--- src/design/tsf_pkg.sv ---
// ---------------------------------------------------------------------------
// tsf_pkg: shared types and constants for the triangle scanline filler
// Coordinate widths, command codes and the edge unit request/response bundles.
// ---------------------------------------------------------------------------
`timescale 1ns / 1ps

package tsf_pkg;

    // coordinate and color widths
    localparam int COORD_BITS = 12;
    localparam int COLOR_BITS = 32;

    // magnitude of (b - a) * dy fits in twice the coordinate width
    localparam int PROD_BITS  = 2 * COORD_BITS;

    // divider step counter, counts COORD_BITS-1 down to zero
    localparam int STEP_BITS  = $clog2(COORD_BITS);

    typedef logic signed [COORD_BITS-1:0] coord_t;
    typedef logic        [COORD_BITS-1:0] ucoord_t;
    typedef logic        [COLOR_BITS-1:0] color_t;

    // command codes
    localparam logic CMD_LOAD = 1'b0;
    localparam logic CMD_STEP = 1'b1;

    // request to the edge interpolation unit
    typedef struct packed {
        logic    start;
        coord_t  a;
        coord_t  b;
        ucoord_t dy;
        ucoord_t h;
    } edge_req_t;

    // response from the edge interpolation unit
    typedef struct packed {
        logic   done;
        coord_t x;
    } edge_rsp_t;

endpackage

--- src/design/triangle_scanline_filler.sv ---
// ---------------------------------------------------------------------------
// triangle_scanline_filler: span generator for a y-sorted triangle
// Loads a triangle, then hands out one horizontal span per step command.
// ---------------------------------------------------------------------------
// Usage:
//   Input channel (in_valid / in_stall) carries a command. A load command
//   sorts the three vertices by y and stores them with the fill color; it
//   produces no output. A step command produces exactly one output transfer:
//   the next span from the top row down to the bottom row, with last_span
//   set on the bottom row, or span_valid 0 / last_span 1 if nothing is held.
//   A load while spans remain drops the old triangle.
// Timing:
//   Each span interpolates its long and short edges on one shared edge unit
//   (issue, multiply, restoring divide, add). A step holds the input until
//   its result is in the output register; flat triangles and empty steps
//   skip the edge unit, and a load does not hold the input. in_stall is
//   high while a step is in progress.
// Reset and back pressure:
//   rst_n drops the held triangle and empties the output register. While
//   out_stall holds a result, the next command is still taken; a finished span
//   then waits in a holding register until the output register frees up.
// ---------------------------------------------------------------------------
`timescale 1ns / 1ps

module triangle_scanline_filler (
    input  logic                    clk,
    input  logic                    rst_n,
    // command channel
    input  logic                    in_valid,
    output logic                    in_stall,
    input  logic                    command,
    input  tsf_pkg::coord_t         v0_x,
    input  tsf_pkg::coord_t         v0_y,
    input  tsf_pkg::coord_t         v1_x,
    input  tsf_pkg::coord_t         v1_y,
    input  tsf_pkg::coord_t         v2_x,
    input  tsf_pkg::coord_t         v2_y,
    input  tsf_pkg::color_t         fill_color,
    // span channel
    output logic                    out_valid,
    input  logic                    out_stall,
    output tsf_pkg::coord_t         span_row,
    output tsf_pkg::coord_t         x_left,
    output tsf_pkg::coord_t         x_right,
    output tsf_pkg::color_t         span_color,
    output logic                    span_valid,
    output logic                    last_span
);

    typedef enum logic [3:0] {
        ST_IDLE  = 4'b0001,
        ST_LONG  = 4'b0010,
        ST_SHORT = 4'b0100,
        ST_DONE  = 4'b1000
    } fill_state_t;

    fill_state_t state_reg, state_next;
    logic        pending_reg, pending_next;
    logic        out_valid_reg, out_valid_next;

    tsf_pkg::coord_t row_reg, row_next;
    tsf_pkg::coord_t vx_reg [3];
    tsf_pkg::coord_t vy_reg [3];
    tsf_pkg::coord_t vx_next [3];
    tsf_pkg::coord_t vy_next [3];
    tsf_pkg::color_t color_reg, color_next;
    tsf_pkg::coord_t xa_reg, xa_next;

    // holding register for a finished span
    tsf_pkg::coord_t res_row_reg, res_row_next;
    tsf_pkg::coord_t res_xl_reg, res_xl_next;
    tsf_pkg::coord_t res_xr_reg, res_xr_next;
    tsf_pkg::color_t res_color_reg, res_color_next;
    logic            res_valid_reg, res_valid_next;
    logic            res_last_reg, res_last_next;

    // output register
    tsf_pkg::coord_t out_row_reg, out_row_next;
    tsf_pkg::coord_t out_xl_reg, out_xl_next;
    tsf_pkg::coord_t out_xr_reg, out_xr_next;
    tsf_pkg::color_t out_color_reg, out_color_next;
    logic            out_span_valid_reg, out_span_valid_next;
    logic            out_last_reg, out_last_next;

    tsf_pkg::edge_req_t edge_req;
    tsf_pkg::edge_rsp_t edge_rsp;

    logic            accept;
    logic            flat;
    logic            upper;
    logic            last;
    logic            finish;
    tsf_pkg::coord_t sx [3];
    tsf_pkg::coord_t sy [3];
    tsf_pkg::coord_t fmin, fmax;
    tsf_pkg::coord_t ea, eb;

    // difference of two coordinates, known to be non-negative here
    function automatic tsf_pkg::ucoord_t cdiff(tsf_pkg::coord_t p, tsf_pkg::coord_t q);
        logic signed [tsf_pkg::COORD_BITS:0] d;
        d = $signed({p[tsf_pkg::COORD_BITS-1], p}) - $signed({q[tsf_pkg::COORD_BITS-1], q});
        return d[tsf_pkg::COORD_BITS-1:0];
    endfunction

    assign in_stall = (state_reg != ST_IDLE);
    assign accept   = in_valid && !in_stall;

    // sort incoming vertices by y; equal y need not keep input order
    always_comb
    begin
        tsf_pkg::coord_t tx, ty;
        tx = '0;
        ty = '0;
        sx[0] = v0_x; sy[0] = v0_y;
        sx[1] = v1_x; sy[1] = v1_y;
        sx[2] = v2_x; sy[2] = v2_y;
        if (sy[0] > sy[1])
        begin
            tx = sx[0]; ty = sy[0];
            sx[0] = sx[1]; sy[0] = sy[1];
            sx[1] = tx; sy[1] = ty;
        end
        if (sy[0] > sy[2])
        begin
            tx = sx[0]; ty = sy[0];
            sx[0] = sx[2]; sy[0] = sy[2];
            sx[2] = tx; sy[2] = ty;
        end
        if (sy[1] > sy[2])
        begin
            tx = sx[1]; ty = sy[1];
            sx[1] = sx[2]; sy[1] = sy[2];
            sx[2] = tx; sy[2] = ty;
        end
    end

    // triangle geometry for the current row
    assign flat  = (vy_reg[0] == vy_reg[2]);
    assign upper = (row_reg < vy_reg[1]);
    assign last  = (row_reg >= vy_reg[2]);

    // flat triangle extent
    always_comb
    begin
        fmin = vx_reg[0];
        fmax = vx_reg[0];
        if (vx_reg[1] < fmin) fmin = vx_reg[1];
        if (vx_reg[2] < fmin) fmin = vx_reg[2];
        if (vx_reg[1] > fmax) fmax = vx_reg[1];
        if (vx_reg[2] > fmax) fmax = vx_reg[2];
    end

    // edge unit request: long edge from idle, short edge after the long one
    always_comb
    begin
        edge_req.start = (state_reg == ST_IDLE && accept && command == tsf_pkg::CMD_STEP
                          && pending_reg && !flat)
                       || (state_reg == ST_LONG && edge_rsp.done);
        if (state_reg == ST_IDLE)
        begin
            edge_req.a  = vx_reg[0];
            edge_req.b  = vx_reg[2];
            edge_req.dy = cdiff(row_reg, vy_reg[0]);
            edge_req.h  = cdiff(vy_reg[2], vy_reg[0]);
        end
        else if (upper)
        begin
            edge_req.a  = vx_reg[0];
            edge_req.b  = vx_reg[1];
            edge_req.dy = cdiff(row_reg, vy_reg[0]);
            edge_req.h  = cdiff(vy_reg[1], vy_reg[0]);
        end
        else
        begin
            edge_req.a  = vx_reg[1];
            edge_req.b  = vx_reg[2];
            edge_req.dy = cdiff(row_reg, vy_reg[1]);
            edge_req.h  = cdiff(vy_reg[2], vy_reg[1]);
        end
    end

    tsf_edge u_edge (
        .clk   (clk),
        .rst_n (rst_n),
        .req   (edge_req),
        .rsp   (edge_rsp)
    );

    // span end points in order
    always_comb
    begin
        if (flat)
        begin
            ea = fmin;
            eb = fmax;
        end
        else if (xa_reg > edge_rsp.x)
        begin
            ea = edge_rsp.x;
            eb = xa_reg;
        end
        else
        begin
            ea = xa_reg;
            eb = edge_rsp.x;
        end
    end

    // sequencer
    always_comb
    begin
        state_next     = state_reg;
        pending_next   = pending_reg;
        row_next       = row_reg;
        color_next     = color_reg;
        xa_next        = xa_reg;
        for (int i = 0; i < 3; i++)
        begin
            vx_next[i] = vx_reg[i];
            vy_next[i] = vy_reg[i];
        end
        res_row_next   = res_row_reg;
        res_xl_next    = res_xl_reg;
        res_xr_next    = res_xr_reg;
        res_color_next = res_color_reg;
        res_valid_next = res_valid_reg;
        res_last_next  = res_last_reg;
        out_row_next        = out_row_reg;
        out_xl_next         = out_xl_reg;
        out_xr_next         = out_xr_reg;
        out_color_next      = out_color_reg;
        out_span_valid_next = out_span_valid_reg;
        out_last_next       = out_last_reg;
        out_valid_next      = out_valid_reg && out_stall;
        finish         = 1'b0;

        case (state_reg)
            ST_IDLE:
            begin
                if (accept)
                begin
                    if (command == tsf_pkg::CMD_LOAD)
                    begin
                        for (int i = 0; i < 3; i++)
                        begin
                            vx_next[i] = sx[i];
                            vy_next[i] = sy[i];
                        end
                        color_next   = fill_color;
                        row_next     = sy[0];
                        pending_next = 1'b1;
                    end
                    else if (!pending_reg)
                    begin
                        res_row_next   = '0;
                        res_xl_next    = '0;
                        res_xr_next    = '0;
                        res_color_next = '0;
                        res_valid_next = 1'b0;
                        res_last_next  = 1'b1;
                        state_next     = ST_DONE;
                    end
                    else if (flat)
                    begin
                        finish = 1'b1;
                    end
                    else
                    begin
                        state_next = ST_LONG;
                    end
                end
            end
            ST_LONG:
            begin
                if (edge_rsp.done)
                begin
                    xa_next    = edge_rsp.x;
                    state_next = ST_SHORT;
                end
            end
            ST_SHORT:
            begin
                if (edge_rsp.done)
                begin
                    finish = 1'b1;
                end
            end
            ST_DONE:
            begin
                if (!out_valid_reg || !out_stall)
                begin
                    out_row_next        = res_row_reg;
                    out_xl_next         = res_xl_reg;
                    out_xr_next         = res_xr_reg;
                    out_color_next      = res_color_reg;
                    out_span_valid_next = res_valid_reg;
                    out_last_next       = res_last_reg;
                    out_valid_next      = 1'b1;
                    state_next          = ST_IDLE;
                end
            end
            default:
            begin
                state_next = ST_IDLE;
            end
        endcase

        // capture a finished span and advance the row
        if (finish)
        begin
            res_row_next   = row_reg;
            res_xl_next    = ea;
            res_xr_next    = eb;
            res_color_next = color_reg;
            res_valid_next = 1'b1;
            res_last_next  = last;
            if (last)
            begin
                pending_next = 1'b0;
            end
            else
            begin
                row_next = row_reg + tsf_pkg::coord_t'(1);
            end
            state_next = ST_DONE;
        end
    end

    // control registers
    always_ff @(posedge clk or negedge rst_n)
    begin
        if (!rst_n)
        begin
            state_reg     <= ST_IDLE;
            pending_reg   <= 1'b0;
            out_valid_reg <= 1'b0;
            row_reg       <= '0;
        end
        else
        begin
            state_reg     <= state_next;
            pending_reg   <= pending_next;
            out_valid_reg <= out_valid_next;
            row_reg       <= row_next;
        end
    end

    // triangle and span registers
    always_ff @(posedge clk)
    begin
        for (int i = 0; i < 3; i++)
        begin
            vx_reg[i] <= vx_next[i];
            vy_reg[i] <= vy_next[i];
        end
        color_reg          <= color_next;
        xa_reg             <= xa_next;
        res_row_reg        <= res_row_next;
        res_xl_reg         <= res_xl_next;
        res_xr_reg         <= res_xr_next;
        res_color_reg      <= res_color_next;
        res_valid_reg      <= res_valid_next;
        res_last_reg       <= res_last_next;
        out_row_reg        <= out_row_next;
        out_xl_reg         <= out_xl_next;
        out_xr_reg         <= out_xr_next;
        out_color_reg      <= out_color_next;
        out_span_valid_reg <= out_span_valid_next;
        out_last_reg       <= out_last_next;
    end

    assign out_valid  = out_valid_reg;
    assign span_row   = out_row_reg;
    assign x_left     = out_xl_reg;
    assign x_right    = out_xr_reg;
    assign span_color = out_color_reg;
    assign span_valid = out_span_valid_reg;
    assign last_span  = out_last_reg;

    // an empty step always reports the end of the triangle
    a_empty_is_last: assert property (@(posedge clk) disable iff (!rst_n)
        (out_valid && !span_valid) |-> last_span)
        else $error("empty span transfer without last_span");

    // emitted spans are ordered left to right
    a_span_order: assert property (@(posedge clk) disable iff (!rst_n)
        (out_valid && span_valid) |-> (x_left <= x_right))
        else $error("span with x_left beyond x_right");

    // edge results only arrive while an edge is being computed
    a_edge_done_state: assert property (@(posedge clk) disable iff (!rst_n)
        edge_rsp.done |-> (state_reg == ST_LONG || state_reg == ST_SHORT))
        else $error("edge unit finished outside an edge state");

    // a step with nothing held goes straight to the result stage
    a_empty_step: assert property (@(posedge clk) disable iff (!rst_n)
        (accept && command == tsf_pkg::CMD_STEP && !pending_reg) |=> (state_reg == ST_DONE))
        else $error("empty step did not finish at once");

endmodule

--- src/design/tsf_edge.sv ---
// ---------------------------------------------------------------------------
// tsf_edge: edge interpolation unit
// Computes a + (b - a) * dy / h, truncated toward zero, with a multiply
// state and a restoring divider that retires one quotient bit per cycle.
// ---------------------------------------------------------------------------
`timescale 1ns / 1ps

module tsf_edge (
    input  logic               clk,
    input  logic               rst_n,
    input  tsf_pkg::edge_req_t req,
    output tsf_pkg::edge_rsp_t rsp
);

    typedef enum logic [3:0] {
        EU_IDLE = 4'b0001,
        EU_MUL  = 4'b0010,
        EU_DIV  = 4'b0100,
        EU_FIN  = 4'b1000
    } edge_state_t;

    edge_state_t state_reg, state_next;
    logic        done_reg, done_next;

    tsf_pkg::coord_t                      a_reg, a_next;
    logic signed [tsf_pkg::COORD_BITS:0]  diff_reg, diff_next;
    tsf_pkg::ucoord_t                     dy_reg, dy_next;
    tsf_pkg::ucoord_t                     h_reg, h_next;
    logic                                 neg_reg, neg_next;
    logic [tsf_pkg::PROD_BITS-1:0]        rem_reg, rem_next;
    logic [tsf_pkg::PROD_BITS-1:0]        dsh_reg, dsh_next;
    tsf_pkg::ucoord_t                     quo_reg, quo_next;
    logic [tsf_pkg::STEP_BITS-1:0]        cnt_reg, cnt_next;
    tsf_pkg::coord_t                      x_reg, x_next;

    logic signed [tsf_pkg::COORD_BITS:0]     dy_s;
    logic signed [2*tsf_pkg::COORD_BITS+1:0] prod;
    logic signed [2*tsf_pkg::COORD_BITS+1:0] prod_abs;
    logic [tsf_pkg::PROD_BITS:0]             sub;
    logic                                    ge;
    logic signed [tsf_pkg::COORD_BITS:0]     qext;
    logic signed [tsf_pkg::COORD_BITS:0]     sum;

    // multiplier, sign-magnitude split
    assign dy_s     = $signed({1'b0, dy_reg});
    assign prod     = diff_reg * dy_s;
    assign prod_abs = prod[2*tsf_pkg::COORD_BITS+1] ? -prod : prod;

    // divider trial subtract
    assign sub = {1'b0, rem_reg} - {1'b0, dsh_reg};
    assign ge  = ~sub[tsf_pkg::PROD_BITS];

    // restore sign and add the start point
    assign qext = $signed({1'b0, quo_reg});
    assign sum  = $signed({a_reg[tsf_pkg::COORD_BITS-1], a_reg}) + (neg_reg ? -qext : qext);

    // sequencer
    always_comb
    begin
        state_next = state_reg;
        done_next  = 1'b0;
        a_next     = a_reg;
        diff_next  = diff_reg;
        dy_next    = dy_reg;
        h_next     = h_reg;
        neg_next   = neg_reg;
        rem_next   = rem_reg;
        dsh_next   = dsh_reg;
        quo_next   = quo_reg;
        cnt_next   = cnt_reg;
        x_next     = x_reg;
        case (state_reg)
            EU_IDLE:
            begin
                if (req.start)
                begin
                    a_next    = req.a;
                    diff_next = $signed({req.b[tsf_pkg::COORD_BITS-1], req.b})
                              - $signed({req.a[tsf_pkg::COORD_BITS-1], req.a});
                    dy_next   = req.dy;
                    h_next    = req.h;
                    quo_next  = '0;
                    neg_next  = 1'b0;
                    // zero-height edge: result is the start x
                    state_next = (req.h == '0) ? EU_FIN : EU_MUL;
                end
            end
            EU_MUL:
            begin
                rem_next   = prod_abs[tsf_pkg::PROD_BITS-1:0];
                neg_next   = prod[2*tsf_pkg::COORD_BITS+1];
                dsh_next   = {1'b0, h_reg, {(tsf_pkg::COORD_BITS-1){1'b0}}};
                quo_next   = '0;
                cnt_next   = tsf_pkg::STEP_BITS'(tsf_pkg::COORD_BITS - 1);
                state_next = EU_DIV;
            end
            EU_DIV:
            begin
                if (ge)
                begin
                    rem_next = sub[tsf_pkg::PROD_BITS-1:0];
                end
                quo_next = {quo_reg[tsf_pkg::COORD_BITS-2:0], ge};
                dsh_next = dsh_reg >> 1;
                if (cnt_reg == '0)
                begin
                    state_next = EU_FIN;
                end
                else
                begin
                    cnt_next = cnt_reg - 1'b1;
                end
            end
            EU_FIN:
            begin
                x_next     = sum[tsf_pkg::COORD_BITS-1:0];
                done_next  = 1'b1;
                state_next = EU_IDLE;
            end
            default:
            begin
                state_next = EU_IDLE;
            end
        endcase
    end

    // control registers
    always_ff @(posedge clk or negedge rst_n)
    begin
        if (!rst_n)
        begin
            state_reg <= EU_IDLE;
            done_reg  <= 1'b0;
        end
        else
        begin
            state_reg <= state_next;
            done_reg  <= done_next;
        end
    end

    // datapath registers
    always_ff @(posedge clk)
    begin
        a_reg    <= a_next;
        diff_reg <= diff_next;
        dy_reg   <= dy_next;
        h_reg    <= h_next;
        neg_reg  <= neg_next;
        rem_reg  <= rem_next;
        dsh_reg  <= dsh_next;
        quo_reg  <= quo_next;
        cnt_reg  <= cnt_next;
        x_reg    <= x_next;
    end

    assign rsp.done = done_reg;
    assign rsp.x    = x_reg;

endmodule

--- config.mk ---
export PLATFORM = sky130hd
export DESIGN_NAME = triangle_scanline_filler
export DESIGN_NICKNAME = d
export VERILOG_FILES = /design/src/design/tsf_pkg.sv /design/src/design/triangle_scanline_filler.sv /design/src/design/tsf_edge.sv
export SDC_FILE = /design/constraint.sdc
export NUM_CORES = 1
export LEC_CHECK = 0
export ABC_AREA = 1
export BUFFER_PORTS_ARGS = -buffer_cell sky130_fd_sc_hd__buf_2
export CORE_ASPECT_RATIO = 0.8
export CORE_UTILIZATION = 57
export DETAILED_ROUTE_END_ITERATION = 10
export PLACE_DENSITY = 0.78
export SLEW_MARGIN = 20
export SYNTH_ARGS = -nofsm -noshare
export SYNTH_HDL_FRONTEND = slang
export SYNTH_SLANG_ARGS = --single-unit
--- constraint.sdc ---
create_clock -name clk -period 5.4 [get_ports clk]
set_clock_uncertainty 0.1 [all_clocks]
set_input_delay 0.54 -clock clk [delete_from_list [all_inputs] [get_ports clk]]
set_output_delay 0.54 -clock clk [all_outputs]
set_load 0.02 [all_outputs]
==> results of run 1 <==
## metal layers
| layer | track usage | part of all wire | vias up |
|---|---|---|---|
| met1 | 0.447 | 0.42 | 12600 |
| met3 | 0.0483 | 0.099 | 216 |
| met4 | 0.0891 | 0.030 | 6 |
| li1 | - | - | 12600 |
| met2 | 0.487 | 0.45 | 1321 |
| met5 | 0 | 0.00046 | - |
## through the flow
stage / instances / setup slack (ps) / util
final: 4765 / -585 / 0.693
after global routing: 4763 / -754 / 0.693
after CTS: 4739 / -249 / 0.683
after detailed placement: 4620 / -474 / 0.640
after global placement: 4620 / -398 / 0.640
after floorplan: 3601 / -13.8 / -
## cell usage in the layout (no fill, tap or decap), types with 21 or more instances in the layout
| cell | Yosys | layout |
|---|---|---|
| buf_2 | 17 | 181 |
| o21ai_1 | 27 | 44 |
| nand3_1 | 146 | 136 |
| ha_1 | 262 | 247 |
| clkbuf_16 | 0 | 47 |
| nor2_1 | 216 | 197 |
| o211ai_1 | 32 | 32 |
| edfxtp_1 | 380 | 380 |
| o21ai_2 | 2 | 22 |
| nand4_1 | 33 | 33 |
| xnor2_1 | 31 | 30 |
| fa_1 | 156 | 149 |
| xor2_1 | 68 | 66 |
| dfrtp_1 | 21 | 21 |
| nand2_2 | 5 | 32 |
| buf_4 | 1 | 267 |
| inv_2 | 5 | 29 |
| o21ai_0 | 299 | 259 |
| a21oi_1 | 228 | 209 |
| nand2_1 | 749 | 712 |
| inv_1 | 692 | 667 |
## critical path, stage by stage (launching register included)
cell	delay, ps
edfxtp_1	420
buf_6	160
buf_6	110
nand2_1	60
inv_1	50
fa_1	510
inv_1	50
fa_1	490
inv_2	40
fa_1	490
inv_2	50
fa_2	560
fa_1	430
inv_2	80
ha_4	230
a21oi_4	150
a21boi_4	320
o21ai_1	110
xor2_1	290
inv_1	110
nor2_2	140
nand3_2	130
nor2_4	180
nand3_2	120
nand2_2	100
nand2_1	90
nand3_1	100
nand2_1	60
## cell families (layout without fill, tap and decap cells)
group,after synthesis,count (layout)
buf+inv,803,1261
fa+ha+maj,418,418
xor+xnor,102,102
mux,2,2
flops,404,404
other cells,0,4
compound gates,653,653
simple gates,1219,1219
## final cells by class
| type | instances | area, um2 | share of cell area |
|---|---|---|---|
| multi-input cells | 2394 | 16900 | 0.452 |
| flip-flops and latches | 404 | 12000 | 0.322 |
| repair buffers | 483 | 3430 | 0.0920 |
| inverters | 697 | 2620 | 0.0704 |
| clock buffers | 52 | 1170 | 0.0315 |
| well taps | 702 | 878 | 0.0236 |
| clock inverters | 28 | 303 | 0.00812 |
| diodes | 4 | 10.0 | 0.000268 |
| repair inverters | 1 | 8.76 | 0.000235 |
## worst max path at each step
stage | start | end | cells after the start
after global placement | u_edge.diff_reg[7] | u_edge.rem_reg[16] | 24
after detailed placement | u_edge.diff_reg[7] | u_edge.rem_reg[18] | 29
final | u_edge.diff_reg[7] | u_edge.rem_reg[23] | 27
after floorplan | u_edge.dy_reg[3] | u_edge.rem_reg[23] | 26
after global routing | u_edge.diff_reg[7] | u_edge.rem_reg[23] | 30
after CTS | u_edge.dy_reg[1] | u_edge.rem_reg[20] | 25
## what timing repair did
| item | CTS | global route |
|---|---|---|
| hold endpoints to repair | 23 | 0 |
| pin swaps | 77 | 48 |
| gates cloned | 2 | 1 |
| hold buffers | 3 | 0 |
| setup endpoints to repair | 24 | 76 |
| resized for setup | 147 | 99 |
| buffers inserted | 34 | 23 |
==> metrics, run 1 <==
DR WL/cell=18.5 um; Adder-Cell Fraction of Synth Area=0.206; Iter 0 DRT Violations=3090; hold violation count in the final report=0; Worst EP arrival=between 6000 and 7000 ps; ANT nets after route=0; Clk Latency, worst-skew pair=approximately 590 ps; Primary FF master, synth=edfxtp_1; design area=around 37000 um2; vias in the first global route=about 25k; unrepaired setup endpoints after global routing=yes; PortBufs=180; vias=26.7k; asr flop ratio synth=0.0569; Seq cells post-synth=just over 400; Worst setup EP type=flip-flop; hold slack final=between 20 and 25 ps; first-pass detailed-route iteration total=6; Core Area=roughly 54000 um2; I/O Pins=roughly 180; net count after synthesis=4128; top post-synthesis cells by area=edfxtp_1 37%, ha_1 11%, fa_1 10%; synthesized area per cell=between 8 and 9 um2; Synth Area in Compound Gates=0.114; CP required=between 5000 and 6000 ps; post-synthesis xor/xnor area fraction=0.0295; Slew @ Worst Pin=roughly 1000 ps; Die ar.=about 55000 um2; outcome=finished, violations left; first-pass GRT wire length=~140000 um; Yosys cell types=65; number of synthesized flops with an enable pin=380; largest net degree at the start of global routing=80; drt drc=0; kind of critical path=reg -> reg; Starting Density=0.577; GP Congestion=roughly 1; grt ovf=0; area added between synthesis and finish=20.1%; r2r startpoint=u_edge.diff_reg[7]; final setup TNS=-10460 ps; Hold Path Stages=1; synthesized cell area=a little over 30000 um2; largest family of logic cells by synthesized area=adder cells; clock slew at reported path FFs=70 ps; crit-path max FO=5; Slew Limit Fails=0; max frequency=approximately 170 MHz; fraction of layout cells with a size suffix above 1=0.190; hpwl dp=about 66000 um; GRT Total Usage=0.310; Reg2Reg Setup Slack=-580 ps; number of buffers created by CTS=between 40 and 50; Synth top area share=0.368; area share of and/or/nand/nor cells after synthesis=0.163; H-tree levels=2; Final Net Count=roughly 4.6k; CTS tree=built; initial antenna violation count=7; Min-Delay Startpoint=fill_color[1]; period utilization=1.11; Chip Width=around 260 um; final wirelength=88200 um; slack of the critical path=-585 ps; Sink Count=between 400 and 500; num rows=76; Tmin final=5980 ps; Worst R2R Path Depth=27; failing checks=negative setup slack; hold crit path type=in -> reg; Die Y-Extent=~210 um; R2R Path End=u_edge.rem_reg[23]; Hold Path Sink=color_reg[1]; Rel. slew slack=0.305; Final setup viols=24; # fillers=3949; clock buffer depth=3; Max-cap violations=0; Post-DP Area=around 34000 um2; vias per std cell=between 5 and 6; startpoint class of the critical path=flip-flop; Synth warnings=0; Synth area leader=edfxtp_1; sequential area share after synthesis=0.387; clk root buf=clkbuf_16; mux cell area share after synthesis=0.000645; Post-Synthesis Cells=3601; Post-synth top cells=749 x nand2_1, 692 x inv_1, 380 x edfxtp_1; count leader, synth=nand2_1
Power of run 1 is not shown: default switching activity piles up to over one toggle a cycle in this logic, so the estimate is an artifact.
==> inputs of run 2 (changes only) <==
--- a/config.mk
+++ b/config.mk
@@ -8,9 +8,8 @@
 export ABC_AREA = 1
 export BUFFER_PORTS_ARGS = -buffer_cell sky130_fd_sc_hd__buf_2
 export CORE_ASPECT_RATIO = 0.8
-export CORE_UTILIZATION = 57
+export CORE_UTILIZATION = 30
 export DETAILED_ROUTE_END_ITERATION = 10
-export PLACE_DENSITY = 0.78
 export SLEW_MARGIN = 20
 export SYNTH_ARGS = -nofsm -noshare
 export SYNTH_HDL_FRONTEND = slang
==> run 2 against run 1 <==
- the run still ends with negative setup slack left
- clock-buffer cell count decreased by 3
- critical path type unchanged
- core utilization decreased by 32 points
- wire length increased by 0.47%
- setup slack improved by 210 ps
==> metrics, run 2 (synthesized netlist as in run 1, its figures left out) <==
outcome=finished, violations left; failing checks=negative setup slack; Hold Path Sink=vx_reg[0][9]; ANT nets after route=0 (unchanged); Sink Count=404 (unchanged); Slew @ Worst Pin=1030 ps (-5.95 ps); max frequency=173 MHz (+3.6%); initial antenna violation count=1 (-6); fin cells=5452 (+14%); Worst setup EP type=flip-flop; Die ar.=105000 um2 (+89%); CTS tree=built; I/O Pins=181 (unchanged); crit-path max FO=5 (unchanged); Slew Limit Fails=0 (unchanged); R2R Path End=u_edge.rem_reg[15]; clock slew at reported path FFs=60 ps (about the same); vias=25.7k (-3.7%); final wirelength=88700 um (+0.47%); Starting Density=0.303 (-0.274); hold slack final=145 ps (+122 ps); Placed Cells=5289 (+14%); first-pass detailed-route iteration total=5 (-1); Rel. slew slack=0.310 (+0.00554); Final Net Count=4605 (+1.2%); Worst R2R Path Depth=32 (+19%); hold violation count in the final report=0 (unchanged); highest-delay cell along the critical path=fa_1; DP Worst Slack=-496 ps (-22.6 ps); Reg2Reg Setup Slack=-380 ps (+210 ps); GRT Total Usage=0.164 (-0.147); H-tree levels=2 (unchanged); hold crit path type=in -> reg; vias per std cell=4.72 (-16%); # fillers=10.4k (+160%); Die Y-Extent=290 um (+37%); kind of critical path=reg -> reg; clock buffer depth=3 (unchanged); Worst EP arrival=6050 ps (-170 ps); Post-DP Area=35500 um2 (+3.0%); Crit. Startpoint=u_edge.dy_reg[3]; Hold Path Stages=3 (+2); fraction of layout cells with a size suffix above 1=0.191 (+0.000374); slack of the critical path=-376 ps (+209 ps); Clk Latency, worst-skew pair=610 ps (+20 ps); period utilization=1.07 (-0.0387); DR WL/cell=16.3 um (-12%); CP required=5670 ps (+40 ps); Max-cap violations=0 (unchanged); vias in the first global route=24.1k (-4.4%); Chip Width=362 um (+38%); PortBufs=180 (unchanged); Min-Delay Startpoint=v2_x[9]; drt drc=0 (unchanged); grt ovf=0 (unchanged); design area=38700 um2 (+3.7%); unrepaired setup endpoints after global routing=yes; number of buffers created by CTS=44 (unchanged); num rows=105 (+38%); most common cell after layout, fill and taps aside=nand2_1; clk root buf=clkbuf_16; area added between synthesis and finish=24.6%; first-pass GRT wire length=135000 um (-0.39%); hpwl dp=68700 um (+4.8%); CP peak stage delay=530 ps (-30 ps); Core Area=102000 um2 (+90%); largest net degree at the start of global routing=80 (unchanged); Final setup viols=24 (unchanged); commonest cells after routing, fill and taps aside=714 x nand2_1, 668 x inv_1, 380 x edfxtp_1, 284 x buf_4, 252 x o21ai_0; r2r startpoint=u_edge.dy_reg[3]; Tmin final=5780 ps (-209 ps); Iter 0 DRT Violations=1940 (-37%); startpoint class of the critical path=flip-flop; GP Congestion=0.932 (-7.1%)
-- run 2: cell types whose count changed in the layout (fill, tap and decap cells not counted), sizes merged, moves of 2 or more --
cell | before | now
clkinv | 14 | 16
clkinvlp | 8 | 4
inv | 699 | 707
dlygate4sd3 | 3 | 33
diode | 4 | 1
buf | 479 | 496
-- run 2: cell type report --
type	instances	area, um2	area share
Clock buffer	49	1120	0.0290
Timing Repair inverter	3	38.8	0.00100
Timing Repair Buffer	534	3950	0.102
Inverter	697	2630	0.0680
Antenna cell	1	2.50	0.0000647
Clock inverter	33	379	0.00980
Sequential cell	404	12000	0.311
Multi-Input combinational cell	2394	16900	0.436
Tap cell	1337	1670	0.0433
-- run 2: layer usage --
| metal | part of all wire | global-route usage | up-vias |
|---|---|---|---|
| met2 | 0.43 | 0.249 | 669 |
| met5 | 0 | 0 | - |
| li1 | - | - | 12700 |
| met4 | 0.018 | 0.0332 | 0 |
| met3 | 0.061 | 0.0236 | 100 |
| met1 | 0.49 | 0.246 | 12200 |
-- run 2: worst max path at each step --
stage / end / cells after the start / slack, ps
floorplan: u_edge.rem_reg[23] / 26 / -10
global placement: u_edge.rem_reg[23] / 26 / -560
detailed placement: u_edge.rem_reg[15] / 27 / -500
CTS: u_edge.rem_reg[15] / 30 / -350
global route: u_edge.rem_reg[14] / 30 / -590
finish: u_edge.rem_reg[15] / 32 / -380
-- run 2: worst max-delay path: cells and delay by family, from the launching register on --
kind                       cells  cell delay (ps)
and+or+nand+nor               15             1190
AOI/OAI and AO/OA              2              280
buffers and inverters          9              820
adders and majority gates      6             2710
DFF                            1              420
-- run 2: repair_timing --
item / CTS / global route
resized for setup: 92 / 164
endpoints found under the hold margin: 53 / 0
hold buffers: 33 / 0
pin swaps: 18 / 76
setup buffers: 15 / 21
setup endpoints to repair: 24 / 73
cloned: 4 / 7
-- run 2: metrics by stage --
stage	util	setup TNS, ps
CTS	0.369	-7270
detailed placement	0.346	-25900
global placement	0.346	-22320
finish	0.377	-7510
floorplan	-	-31.8
global route	0.377	-12210
Power of run 2 is left out for the same reason.
